File: src/design/morse_keyer_segment_sequencer_top_assert.svh
// Assertion macros shared by the Morse keyer segment sequencer RTL.
// No dependencies; included by the modules that carry checks.
`ifndef MORSE_KEYER_SEGMENT_SEQUENCER_TOP_ASSERT_SVH
`define MORSE_KEYER_SEGMENT_SEQUENCER_TOP_ASSERT_SVH
`ifndef SYNTHESIS
// Same-cycle implication, reset disables the check.
`define MKS_ASSERT_IMPL(lbl, clk, rst_n, ante, cons) \
    lbl: assert property (@(posedge clk) disable iff (!rst_n) (ante) |-> (cons)) \
        else $error("mks assertion failed");
// Next-cycle implication, reset disables the check.
`define MKS_ASSERT_NEXT(lbl, clk, rst_n, ante, cons) \
    lbl: assert property (@(posedge clk) disable iff (!rst_n) (ante) |=> (cons)) \
        else $error("mks assertion failed");
`else
`define MKS_ASSERT_IMPL(lbl, clk, rst_n, ante, cons)
`define MKS_ASSERT_NEXT(lbl, clk, rst_n, ante, cons)
`endif
`endif

File: src/design/mks_pkg.sv
// Package for the Morse keyer segment sequencer: code table, unit multiples,
// configuration struct and register indexes. No dependencies.
`timescale 1ns / 1ps
`default_nettype none

package mks_pkg;

    localparam logic [7:0]  CODE_DEFAULT    = 8'hC0;
    localparam logic [7:0]  CODE_SPACE      = 8'h01;
    localparam logic [7:0]  CH_TILDE        = 8'd126;
    localparam logic [7:0]  CH_BACKQUOTE    = 8'd96;
    localparam logic [15:0] UNIT_TICKS_RST  = 16'd120;
    localparam logic [23:0] LEAD_IN_RST     = 24'd1000;

    // Register indexes on the configuration channel
    localparam logic [1:0]  REG_UNIT_TICKS  = 2'd0;
    localparam logic [1:0]  REG_LEAD_IN     = 2'd1;

    // Multiple of one unit requested from the scaling unit
    typedef enum logic [1:0] {
        UNITS_1 = 2'd0,
        UNITS_3 = 2'd1,
        UNITS_7 = 2'd2
    } mks_units_t;

    typedef struct packed {
        logic [15:0] unit_ticks;
        logic [23:0] lead_in_ticks;
    } mks_cfg_t;

    // Code bytes for ASCII 32..95; marker bit above the elements, LSB first
    localparam logic [7:0] CODE_TABLE [64] = '{
        8'h01, 8'h75, 8'h52, 8'hC0, 8'hC8, 8'hC0, 8'h22, 8'h5E,
        8'h2D, 8'h6D, 8'hC0, 8'h2A, 8'h73, 8'h61, 8'h6A, 8'h29,
        8'h3F, 8'h3E, 8'h3C, 8'h38, 8'h30, 8'h20, 8'h21, 8'h23,
        8'h27, 8'h2F, 8'h47, 8'h55, 8'hC0, 8'h31, 8'hC0, 8'h4C,
        8'h56, 8'h06, 8'h11, 8'h15, 8'h09, 8'h02, 8'h14, 8'h0B,
        8'h10, 8'h04, 8'h1E, 8'h0D, 8'h12, 8'h07, 8'h05, 8'h0F,
        8'h16, 8'h1B, 8'h0A, 8'h08, 8'h03, 8'h0C, 8'h18, 8'h0E,
        8'h19, 8'h1D, 8'h13, 8'hC0, 8'hC0, 8'hC0, 8'hC0, 8'h6C
    };

    // Fold lower case, then look up; anything outside 32..95 gets the default
    function automatic logic [7:0] mks_code_lookup(input logic [7:0] ch);
        logic [7:0] uc;
        logic [7:0] ofs;
        uc = ch;
        if (ch >= 8'd97 && ch <= 8'd122)
        begin
            uc = ch - 8'd32;
        end
        ofs = uc - 8'd32;
        if (uc < 8'd32 || uc > 8'd95)
        begin
            return CODE_DEFAULT;
        end
        return CODE_TABLE[ofs[5:0]];
    endfunction

endpackage

`default_nettype wire

File: src/design/mks_scale.sv
// Shared scaling unit: one add/subtract forms 1, 3 or 7 times unit_ticks.
// Depends on mks_pkg.
`timescale 1ns / 1ps
`default_nettype none

module mks_scale
    import mks_pkg::*;
(
    input  wire logic [15:0] unit_ticks,
    input  wire mks_units_t  units,
    output logic [23:0]      ticks
);

    logic [18:0] base;
    logic [18:0] u_ext;
    logic [18:0] sum;

    // 3u = 2u + u, 7u = 8u - u, 1u = 0 + u
    assign u_ext = {3'b000, unit_ticks};

    always_comb
    begin
        unique case (units)
            UNITS_3: base = {2'b00, unit_ticks, 1'b0};
            UNITS_7: base = {unit_ticks, 3'b000};
            default: base = '0;
        endcase
        sum = (units == UNITS_7) ? (base - u_ext) : (base + u_ext);
    end

    assign ticks = {5'b00000, sum};

endmodule

`default_nettype wire

File: src/design/mks_seq.sv
// Segment sequencer: walks the code byte one element per step and holds the
// output register. Depends on mks_pkg and the assertion header.
`timescale 1ns / 1ps
`default_nettype none
`include "morse_keyer_segment_sequencer_top_assert.svh"

module mks_seq
    import mks_pkg::*;
(
    input  wire logic        clk,
    input  wire logic        rst_n,
    input  wire mks_cfg_t    cfg,
    // input item
    input  wire logic        in_valid,
    output logic             in_ready,
    input  wire logic [7:0]  in_char,
    input  wire logic        in_start,
    // shared scaling unit
    output mks_units_t       scale_units,
    input  wire logic [23:0] scale_ticks,
    // segment out
    output logic             out_valid,
    input  wire logic        out_ready,
    output logic             out_key_on,
    output logic [23:0]      out_ticks,
    output logic             out_last
);

    typedef enum logic [2:0] {
        ST_IDLE,
        ST_LEAD,
        ST_ON,
        ST_OFF,
        ST_SP1,
        ST_SP2
    } state_t;

    state_t      state_reg, state_next;
    logic        digraph_reg, digraph_next;
    logic [7:0]  code_shift_reg, code_shift_next;
    logic [2:0]  element_index_reg, element_index_next;
    logic        skip_reg, skip_next;
    logic        out_valid_reg, out_valid_next;
    logic        out_key_on_reg, out_key_on_next;
    logic [23:0] out_ticks_reg, out_ticks_next;
    logic        out_last_reg, out_last_next;

    logic        slot_free;
    logic        more;
    logic        is_skip;
    logic        dg;
    logic [7:0]  code;

    assign slot_free = !out_valid_reg || out_ready;
    assign more      = (code_shift_reg[7:2] != 6'd0);
    assign in_ready  = (state_reg == ST_IDLE);

    always_comb
    begin
        state_next         = state_reg;
        digraph_next       = digraph_reg;
        code_shift_next    = code_shift_reg;
        element_index_next = element_index_reg;
        skip_next          = skip_reg;
        out_valid_next     = out_valid_reg && !out_ready;
        out_key_on_next    = out_key_on_reg;
        out_ticks_next     = out_ticks_reg;
        out_last_next      = out_last_reg;
        scale_units        = UNITS_1;
        is_skip            = (in_char == CH_TILDE) || (in_char == CH_BACKQUOTE);
        code               = mks_code_lookup(in_char);
        dg                 = in_start ? 1'b0 : digraph_reg;

        unique case (state_reg)
            ST_IDLE:
            begin
                // accept one character and decode it
                if (in_valid)
                begin
                    if (in_char == CH_BACKQUOTE)
                    begin
                        dg = ~dg;
                    end
                    digraph_next       = dg;
                    skip_next          = is_skip;
                    code_shift_next    = is_skip ? 8'd0 : code;
                    element_index_next = 3'd0;
                    if (in_start)
                    begin
                        state_next = ST_LEAD;
                    end
                    else if (is_skip)
                    begin
                        state_next = ST_IDLE;
                    end
                    else if (code == CODE_SPACE)
                    begin
                        state_next = ST_SP1;
                    end
                    else
                    begin
                        state_next = ST_ON;
                    end
                end
            end
            ST_LEAD:
            begin
                // lead-in silence; last if the character sends nothing else
                if (slot_free)
                begin
                    out_valid_next  = 1'b1;
                    out_key_on_next = 1'b0;
                    out_ticks_next  = cfg.lead_in_ticks;
                    out_last_next   = skip_reg;
                    if (skip_reg)
                    begin
                        state_next = ST_IDLE;
                    end
                    else if (code_shift_reg == CODE_SPACE)
                    begin
                        state_next = ST_SP1;
                    end
                    else
                    begin
                        state_next = ST_ON;
                    end
                end
            end
            ST_ON:
            begin
                // dit or dah
                scale_units = code_shift_reg[0] ? UNITS_3 : UNITS_1;
                if (slot_free)
                begin
                    out_valid_next  = 1'b1;
                    out_key_on_next = 1'b1;
                    out_ticks_next  = scale_ticks;
                    out_last_next   = 1'b0;
                    state_next      = ST_OFF;
                end
            end
            ST_OFF:
            begin
                // gap after the element; character gap after the last one, unless in digraph mode
                scale_units = (more || digraph_reg) ? UNITS_1 : UNITS_3;
                if (slot_free)
                begin
                    out_valid_next  = 1'b1;
                    out_key_on_next = 1'b0;
                    out_ticks_next  = scale_ticks;
                    out_last_next   = !more;
                    if (more)
                    begin
                        code_shift_next    = {1'b0, code_shift_reg[7:1]};
                        element_index_next = element_index_reg + 3'd1;
                        state_next         = ST_ON;
                    end
                    else
                    begin
                        code_shift_next    = 8'd0;
                        element_index_next = 3'd0;
                        state_next         = ST_IDLE;
                    end
                end
            end
            ST_SP1:
            begin
                // word space
                scale_units = UNITS_7;
                if (slot_free)
                begin
                    out_valid_next  = 1'b1;
                    out_key_on_next = 1'b0;
                    out_ticks_next  = scale_ticks;
                    out_last_next   = 1'b0;
                    state_next      = ST_SP2;
                end
            end
            ST_SP2:
            begin
                scale_units = digraph_reg ? UNITS_1 : UNITS_3;
                if (slot_free)
                begin
                    out_valid_next  = 1'b1;
                    out_key_on_next = 1'b0;
                    out_ticks_next  = scale_ticks;
                    out_last_next   = 1'b1;
                    code_shift_next = 8'd0;
                    state_next      = ST_IDLE;
                end
            end
            default:
            begin
                state_next = ST_IDLE;
            end
        endcase
    end

    // State and registered outputs
    always_ff @(posedge clk or negedge rst_n)
    begin
        if (!rst_n)
        begin
            state_reg         <= ST_IDLE;
            digraph_reg       <= 1'b0;
            code_shift_reg    <= 8'd0;
            element_index_reg <= 3'd0;
            skip_reg          <= 1'b0;
            out_valid_reg     <= 1'b0;
        end
        else
        begin
            state_reg         <= state_next;
            digraph_reg       <= digraph_next;
            code_shift_reg    <= code_shift_next;
            element_index_reg <= element_index_next;
            skip_reg          <= skip_next;
            out_valid_reg     <= out_valid_next;
        end
    end

    always_ff @(posedge clk)
    begin
        out_key_on_reg <= out_key_on_next;
        out_ticks_reg  <= out_ticks_next;
        out_last_reg   <= out_last_next;
    end

    assign out_valid  = out_valid_reg;
    assign out_key_on = out_key_on_reg;
    assign out_ticks  = out_ticks_reg;
    assign out_last   = out_last_reg;

    // A character that sends something keeps the sequencer busy
    `MKS_ASSERT_NEXT(a_busy_after_accept, clk, rst_n,
        in_valid && in_ready && (in_start || !is_skip), state_reg != ST_IDLE)
    // An element is only keyed while a marker lies above it
    `MKS_ASSERT_IMPL(a_element_present, clk, rst_n,
        state_reg == ST_ON, code_shift_reg[7:1] != 7'd0 && element_index_reg != 3'd7)
    // Closing segment returns the sequencer to idle
    `MKS_ASSERT_NEXT(a_last_ends_item, clk, rst_n,
        out_valid_next && out_last_next && slot_free && state_reg != ST_IDLE,
        state_reg == ST_IDLE)
    // Key-on segments never close a character
    `MKS_ASSERT_IMPL(a_on_not_last, clk, rst_n,
        out_valid_reg && out_key_on_reg, !out_last_reg)

endmodule

`default_nettype wire

File: src/design/morse_keyer_segment_sequencer_top.sv
// Channel     Dir  Fields (lowest bit up)
// s_*         in   tdata: character[7:0]; tuser: message_start
// m_*         out  tdata: key_on, duration_ticks[24:1], pad; tlast: last_segment
// cfg_*       in   index 0 unit_ticks, 1 lead_in_ticks; data low bits
//
// A character sends up to 15 segments (lead-in plus seven element pairs), or none;
// s_tready is low while segments are being emitted. The sequencer steps one
// element at a time through the shared scaling adder and the single output
// register. m_tready low stalls the sequencer in place.
// Reset (rst_n, async) clears digraph mode and restores the register defaults.
// Top level: configuration registers, shared scaling unit and sequencer.
// Depends on mks_pkg, mks_scale and mks_seq.
`timescale 1ns / 1ps
`default_nettype none

module morse_keyer_segment_sequencer_top
    import mks_pkg::*;
(
    input  wire logic        clk,
    input  wire logic        rst_n,
    // input stream
    input  wire logic        s_tvalid,
    output logic             s_tready,
    input  wire logic [7:0]  s_tdata,   // [7:0] character
    input  wire logic        s_tuser,   // [0] message_start
    // segment stream
    output logic             m_tvalid,
    input  wire logic        m_tready,
    output logic [31:0]      m_tdata,   // [0] key_on, [24:1] duration_ticks, zero pad
    output logic             m_tlast,   // last_segment
    // configuration write channel
    input  wire logic        cfg_valid,
    output logic             cfg_ready,
    input  wire logic [1:0]  cfg_index,
    input  wire logic [23:0] cfg_data
);

    mks_cfg_t    cfg_reg, cfg_next;
    mks_units_t  scale_units;
    logic [23:0] scale_ticks;
    logic        out_key_on;
    logic [23:0] out_ticks;

    assign cfg_ready = 1'b1;

    // Register writes; unknown indexes ignored
    always_comb
    begin
        cfg_next = cfg_reg;
        if (cfg_valid)
        begin
            if (cfg_index == REG_UNIT_TICKS)
            begin
                cfg_next.unit_ticks = cfg_data[15:0];
            end
            else if (cfg_index == REG_LEAD_IN)
            begin
                cfg_next.lead_in_ticks = cfg_data;
            end
        end
    end

    always_ff @(posedge clk or negedge rst_n)
    begin
        if (!rst_n)
        begin
            cfg_reg.unit_ticks    <= UNIT_TICKS_RST;
            cfg_reg.lead_in_ticks <= LEAD_IN_RST;
        end
        else
        begin
            cfg_reg <= cfg_next;
        end
    end

    mks_scale u_scale (
        .unit_ticks (cfg_reg.unit_ticks),
        .units      (scale_units),
        .ticks      (scale_ticks)
    );

    mks_seq u_seq (
        .clk         (clk),
        .rst_n       (rst_n),
        .cfg         (cfg_reg),
        .in_valid    (s_tvalid),
        .in_ready    (s_tready),
        .in_char     (s_tdata),
        .in_start    (s_tuser),
        .scale_units (scale_units),
        .scale_ticks (scale_ticks),
        .out_valid   (m_tvalid),
        .out_ready   (m_tready),
        .out_key_on  (out_key_on),
        .out_ticks   (out_ticks),
        .out_last    (m_tlast)
    );

    assign m_tdata = {7'd0, out_ticks, out_key_on};

endmodule

`default_nettype wire
File: config.mk
export PLATFORM = sky130hd
export DESIGN_NAME = morse_keyer_segment_sequencer_top
export DESIGN_NICKNAME = d
export VERILOG_FILES = /design/src/design/mks_pkg.sv /design/src/design/mks_scale.sv /design/src/design/mks_seq.sv /design/src/design/morse_keyer_segment_sequencer_top.sv
export VERILOG_INCLUDE_DIRS = /design/src /design/src/design
export SDC_FILE = /design/constraint.sdc
export NUM_CORES = 1
export LEC_CHECK = 0
export BUFFER_PORTS_ARGS = -buffer_cell sky130_fd_sc_hd__buf_2
export CORE_MARGIN = 3
export CORE_UTILIZATION = 59
export CTS_CLUSTER_DIAMETER = 100
export DETAILED_ROUTE_END_ITERATION = 12
export MAX_ROUTING_LAYER = met4
export PLACE_DENSITY_LB_ADDON = 0.05
export REMOVE_ABC_BUFFERS = 1
export SLEW_MARGIN = 20
export SYNTH_ARGS = -nofsm -noshare
export SYNTH_HDL_FRONTEND = slang
export SYNTH_SLANG_ARGS = --single-unit
File: constraint.sdc
create_clock -name clk -period 5.39 [get_ports clk]
set_clock_uncertainty 0.15 [all_clocks]
set_input_delay 0.2695 -clock clk [delete_from_list [all_inputs] [get_ports clk]]
set_output_delay 0.2695 -clock clk [all_outputs]
set_load 0.02 [all_outputs]
==> impl_metrics.toml <==
[clocking]
cts_buffer_depth = 2
tritoncts = "yes"
cts_inserted_buffers = 9
clock-root-buffer = "clkbuf_8"
clk_latency_ns = 0.37
numClockSinks = 80
worst_setup_hold_path_clk_slew_ns = 0.09
cts_max_level = 3
ctsResizeCount = 0

[power]
switching_power_uw = 990.6
combinationalPowerShare_pct = 42.2
powerDensity_mw_per_mm2 = 375.9
p_int_mw = 1.474
relative_contribution_of_the_clock_network_to_total_power_pct = 18.8
max-vdd-ir-drop_mv = 0.2164
seq_power_share_pct = 39.0
power_switching_share_pct = 40.19
leakage_nw = 2.771

[place]
hpwl_um = 9953
globalplace.congestion = 0.9057
placement.io_buffers = 67

[routing]
route.final.wire_length_um = 14080
post-route-drc-count = 0
routed-via-count = 5169
via_per_inst = 6.168
wl_per_cell_um = 16.80
drtPass1Iterations = 4
drt_iter0_drc = 252
postRouteAntennaNets = 0

[critical_path]
endpoint_kind = "flop"
critical_path.slowest_cell = "o311ai_0"
critPathArrivalTime_ns = 4.69
critical_path.top_delay_family = "compound AO/OA/AOI/OAI gates"
criticalPathCategory = "reg2reg"
critical_path_required_ns = 5.36
crit_path_start_kind = "flop"
critical_path.max_stage_delay_ns = 0.63
crit_chain = "nor4_1 > nand2_1 > o22ai_1 > nand2_1 > o21a_1 > inv_1 > ha_1 > nor3b_1 > ha_1 > o21ai_0 > a21oi_1 > o21ai_0 > a21oi_1 > o311ai_0 > nor3_1 > a2111o_1"
number_of_buffers_and_inverters_on_the_critical_path = 1
critical_path.max_fanout = 16

[floorplanning]
design.core.area_mm2 = 0.009459
row_count = 35
boundaryPins = 76
die_h_um = 105.9
die_x_um = 105.9
starting_utilization_of_the_core_area_pct = 62.21
floorplan.die_area_mm2 = 0.01121

[synth]
synth_top_family_by_area = "compound AO/OA/AOI/OAI gates"
post_synth.cell_area_avg_um2 = 9.081
synth_ff_type = "dfrtp_1"
synth.cells.most_frequent = "65 x nor2_1, 53 x a21oi_1, 44 x dfrtp_1, 44 x nand2_1, 38 x mux2_2"
yosys-top-cells-area = "dfrtp_1 19%, edfxtp_1 13%, mux2_2 7.3%, ha_1 5.7%, a21oi_1 4.5%"
synthMuxAreaShare_pct = 10.67
synth-edff-count = 26
post-synth-top-area-cell = "dfrtp_1"
synth_largest_type_area_fraction_pct = 18.71
synth_adder_area_share_pct = 5.741
yosys_warnings = 0
postSynthRegisterBits = 80
synth-seq-area-share_pct = 36.44
synth-compound-area-share_pct = 19.77
yosysUniqueCellTypes = 74
synth-async-reset-ratio_pct = 67.50
synth.most_common_cell = "nor2_1"
synth_simple_gate_area_share_pct = 17.80
synth_xor_xnor_area_share_pct = 3.870
syn-instance-count = 648
mappedNetlistArea_mm2 = 0.005884

[global_route]
grt-ovfl-total = 0
wire_length_of_the_first_global_routing_pass_um = 23440
first_global_vias = 4889
groute.usage.overall_pct = 26.20
antenna_found_initial = 0
grt_max_degree = 55

[cells_and_area]
largest_reg_flops = 40
design.final.nets = 771
drive_gt1_share_pct = 21.58
num_antenna_cells = 0
syn_to_final_growth_pct = 11.44
final_core_util_pct = 69.33

[timing]
report.final.setup_viol = 0
timing.final.crit_share_pct = 87.57
rsz0062_at_grt = "no"
timing.final.crit_period_ns = 4.720
max_freq_mhz = 211.9
slew_headroom_pct = 53.83
hold_violations = 0
timing.setup.tns_ns = 0
worst_pin_slew_ns = 0.6925
timing.final.max_slew_violations = 0

[outcome]
run_status = "finished clean"

[job]
maxCapViolCount = 0

[worst_hold_path]
hp-class = "in2reg"
## final cells by class
type / count / area (um2)
sequential: 80 / 2145
multi-input combinational: 500 / 3445
timing repair buffer: 85 / 500.5
tap: 129 / 161.4
inverter: 28 / 105.1
clock inverter: 7 / 77.57
fill: 756 / 2902
clock buffer: 9 / 123.9
## layer usage
layer | global-route usage (%) | up-vias | wire length (um)
li1 | - | 2466 | -
met5 | - | - | 0
met3 | 3.368 | 27 | 927
met2 | 43.85 | 218 | 6990
met4 | 7.216 | 0 | 239
met1 | 33.73 | 2458 | 5921
## worst register-to-register path: stages, from the launching register on
cell      delay [ns]
dfrtp_1         0.41
nor4_1          0.31
nand2_1         0.17
o22ai_1         0.16
nand2_1         0.07
o21a_1          0.13
inv_1           0.06
ha_1            0.48
nor3b_1         0.32
ha_1            0.32
o21ai_0         0.18
a21oi_1         0.08
o21ai_0         0.28
a21oi_1         0.21
o311ai_0        0.63
nor3_1          0.11
a2111o_1        0.40
## placed cells by master (no fill, tap or decap), types with 6 or more instances in the layout
| master | netlist | final |
|---|---|---|
| edfxtp_1 | 26 | 26 |
| and2_1 | 11 | 11 |
| nand2b_1 | 9 | 9 |
| nand3_1 | 16 | 16 |
| ha_1 | 27 | 26 |
| mux2_2 | 38 | 38 |
| a22oi_1 | 16 | 16 |
| a21oi_1 | 53 | 53 |
| xnor2_1 | 18 | 18 |
| clkbuf_8 | 0 | 9 |
| dfstp_2 | 10 | 10 |
| nand2_1 | 44 | 44 |
| a31oi_1 | 8 | 8 |
| inv_1 | 28 | 28 |
| dfrtp_1 | 44 | 44 |
| mux2i_1 | 11 | 11 |
| o211ai_1 | 6 | 6 |
| buf_4 | 12 | 6 |
| a21o_1 | 8 | 8 |
| nor2b_1 | 9 | 9 |
| dlygate4sd3_1 | 0 | 12 |
| xor2_1 | 8 | 8 |
| conb_1 | 2 | 8 |
| nor3_1 | 18 | 18 |
| o21ai_0 | 34 | 34 |
| o22ai_1 | 7 | 7 |
| nor2_1 | 65 | 64 |
| buf_2 | 4 | 67 |
## per-stage QoR
step	cells	worst slack (ns)	hold slack (ns)	cell area, um2	power, mW
2_1_floorplan	608	1.138	-0.1761	5684	1.693
3_3_place_gp	810	0.6660	0.2879	6233	1.961
3_5_place_dp	810	0.5033	0.2915	6233	1.988
4_1_cts	838	0.4900	0.002489	6555	2.460
5_1_grt	838	0.3448	0.003489	6558	2.632
6_report	838	0.6702	0.009385	6558	2.465
## power groups by stage
| stage | registers (mW) | clock network, mW | logic, mW |
|---|---|---|---|
| 6_report | 0.961 | 0.462 | 1.04 |
| 4_1_cts | 0.961 | 0.471 | 1.03 |
| 3_5_place_dp | 0.973 | 0 | 1.01 |
| 2_1_floorplan | 1.04 | 0 | 0.653 |
| 3_3_place_gp | 0.967 | 0 | 0.994 |
| 5_1_grt | 0.983 | 0.495 | 1.15 |
## what timing repair did
action	CTS	global route
setup buffers	0	0
hold buffers	12	0
hold endpoints to repair	57	0
## logic make-up after synthesis
family | after synthesis
AOI/OAI and AO/OA | 177
xor gates and xnor gates | 26
adders and majority gates | 27
buffers and inverters | 74
DFF | 80
muxes | 53
other | 2
and+or+nand+nor | 209
## worst paths after layout
check	slack, ns	cells past startpoint	start	end
max	0.67	16	u_seq.code_shift_reg[5]	u_seq.out_ticks[17]
min	0.009	2	cfg_data[7]	cfg_reg[7]
max reg2reg	0.67	16	u_seq.code_shift_reg[5]	u_seq.out_ticks[17]
min reg2reg	0.36	1	cfg_reg[23]	cfg_reg[23]
max in group asynchronous	4.19	3	rst_n	cfg_reg[18]
min in group asynchronous	0.42	3	rst_n	cfg_reg[21]
Note: power is estimated with default switching activity, not from simulation.
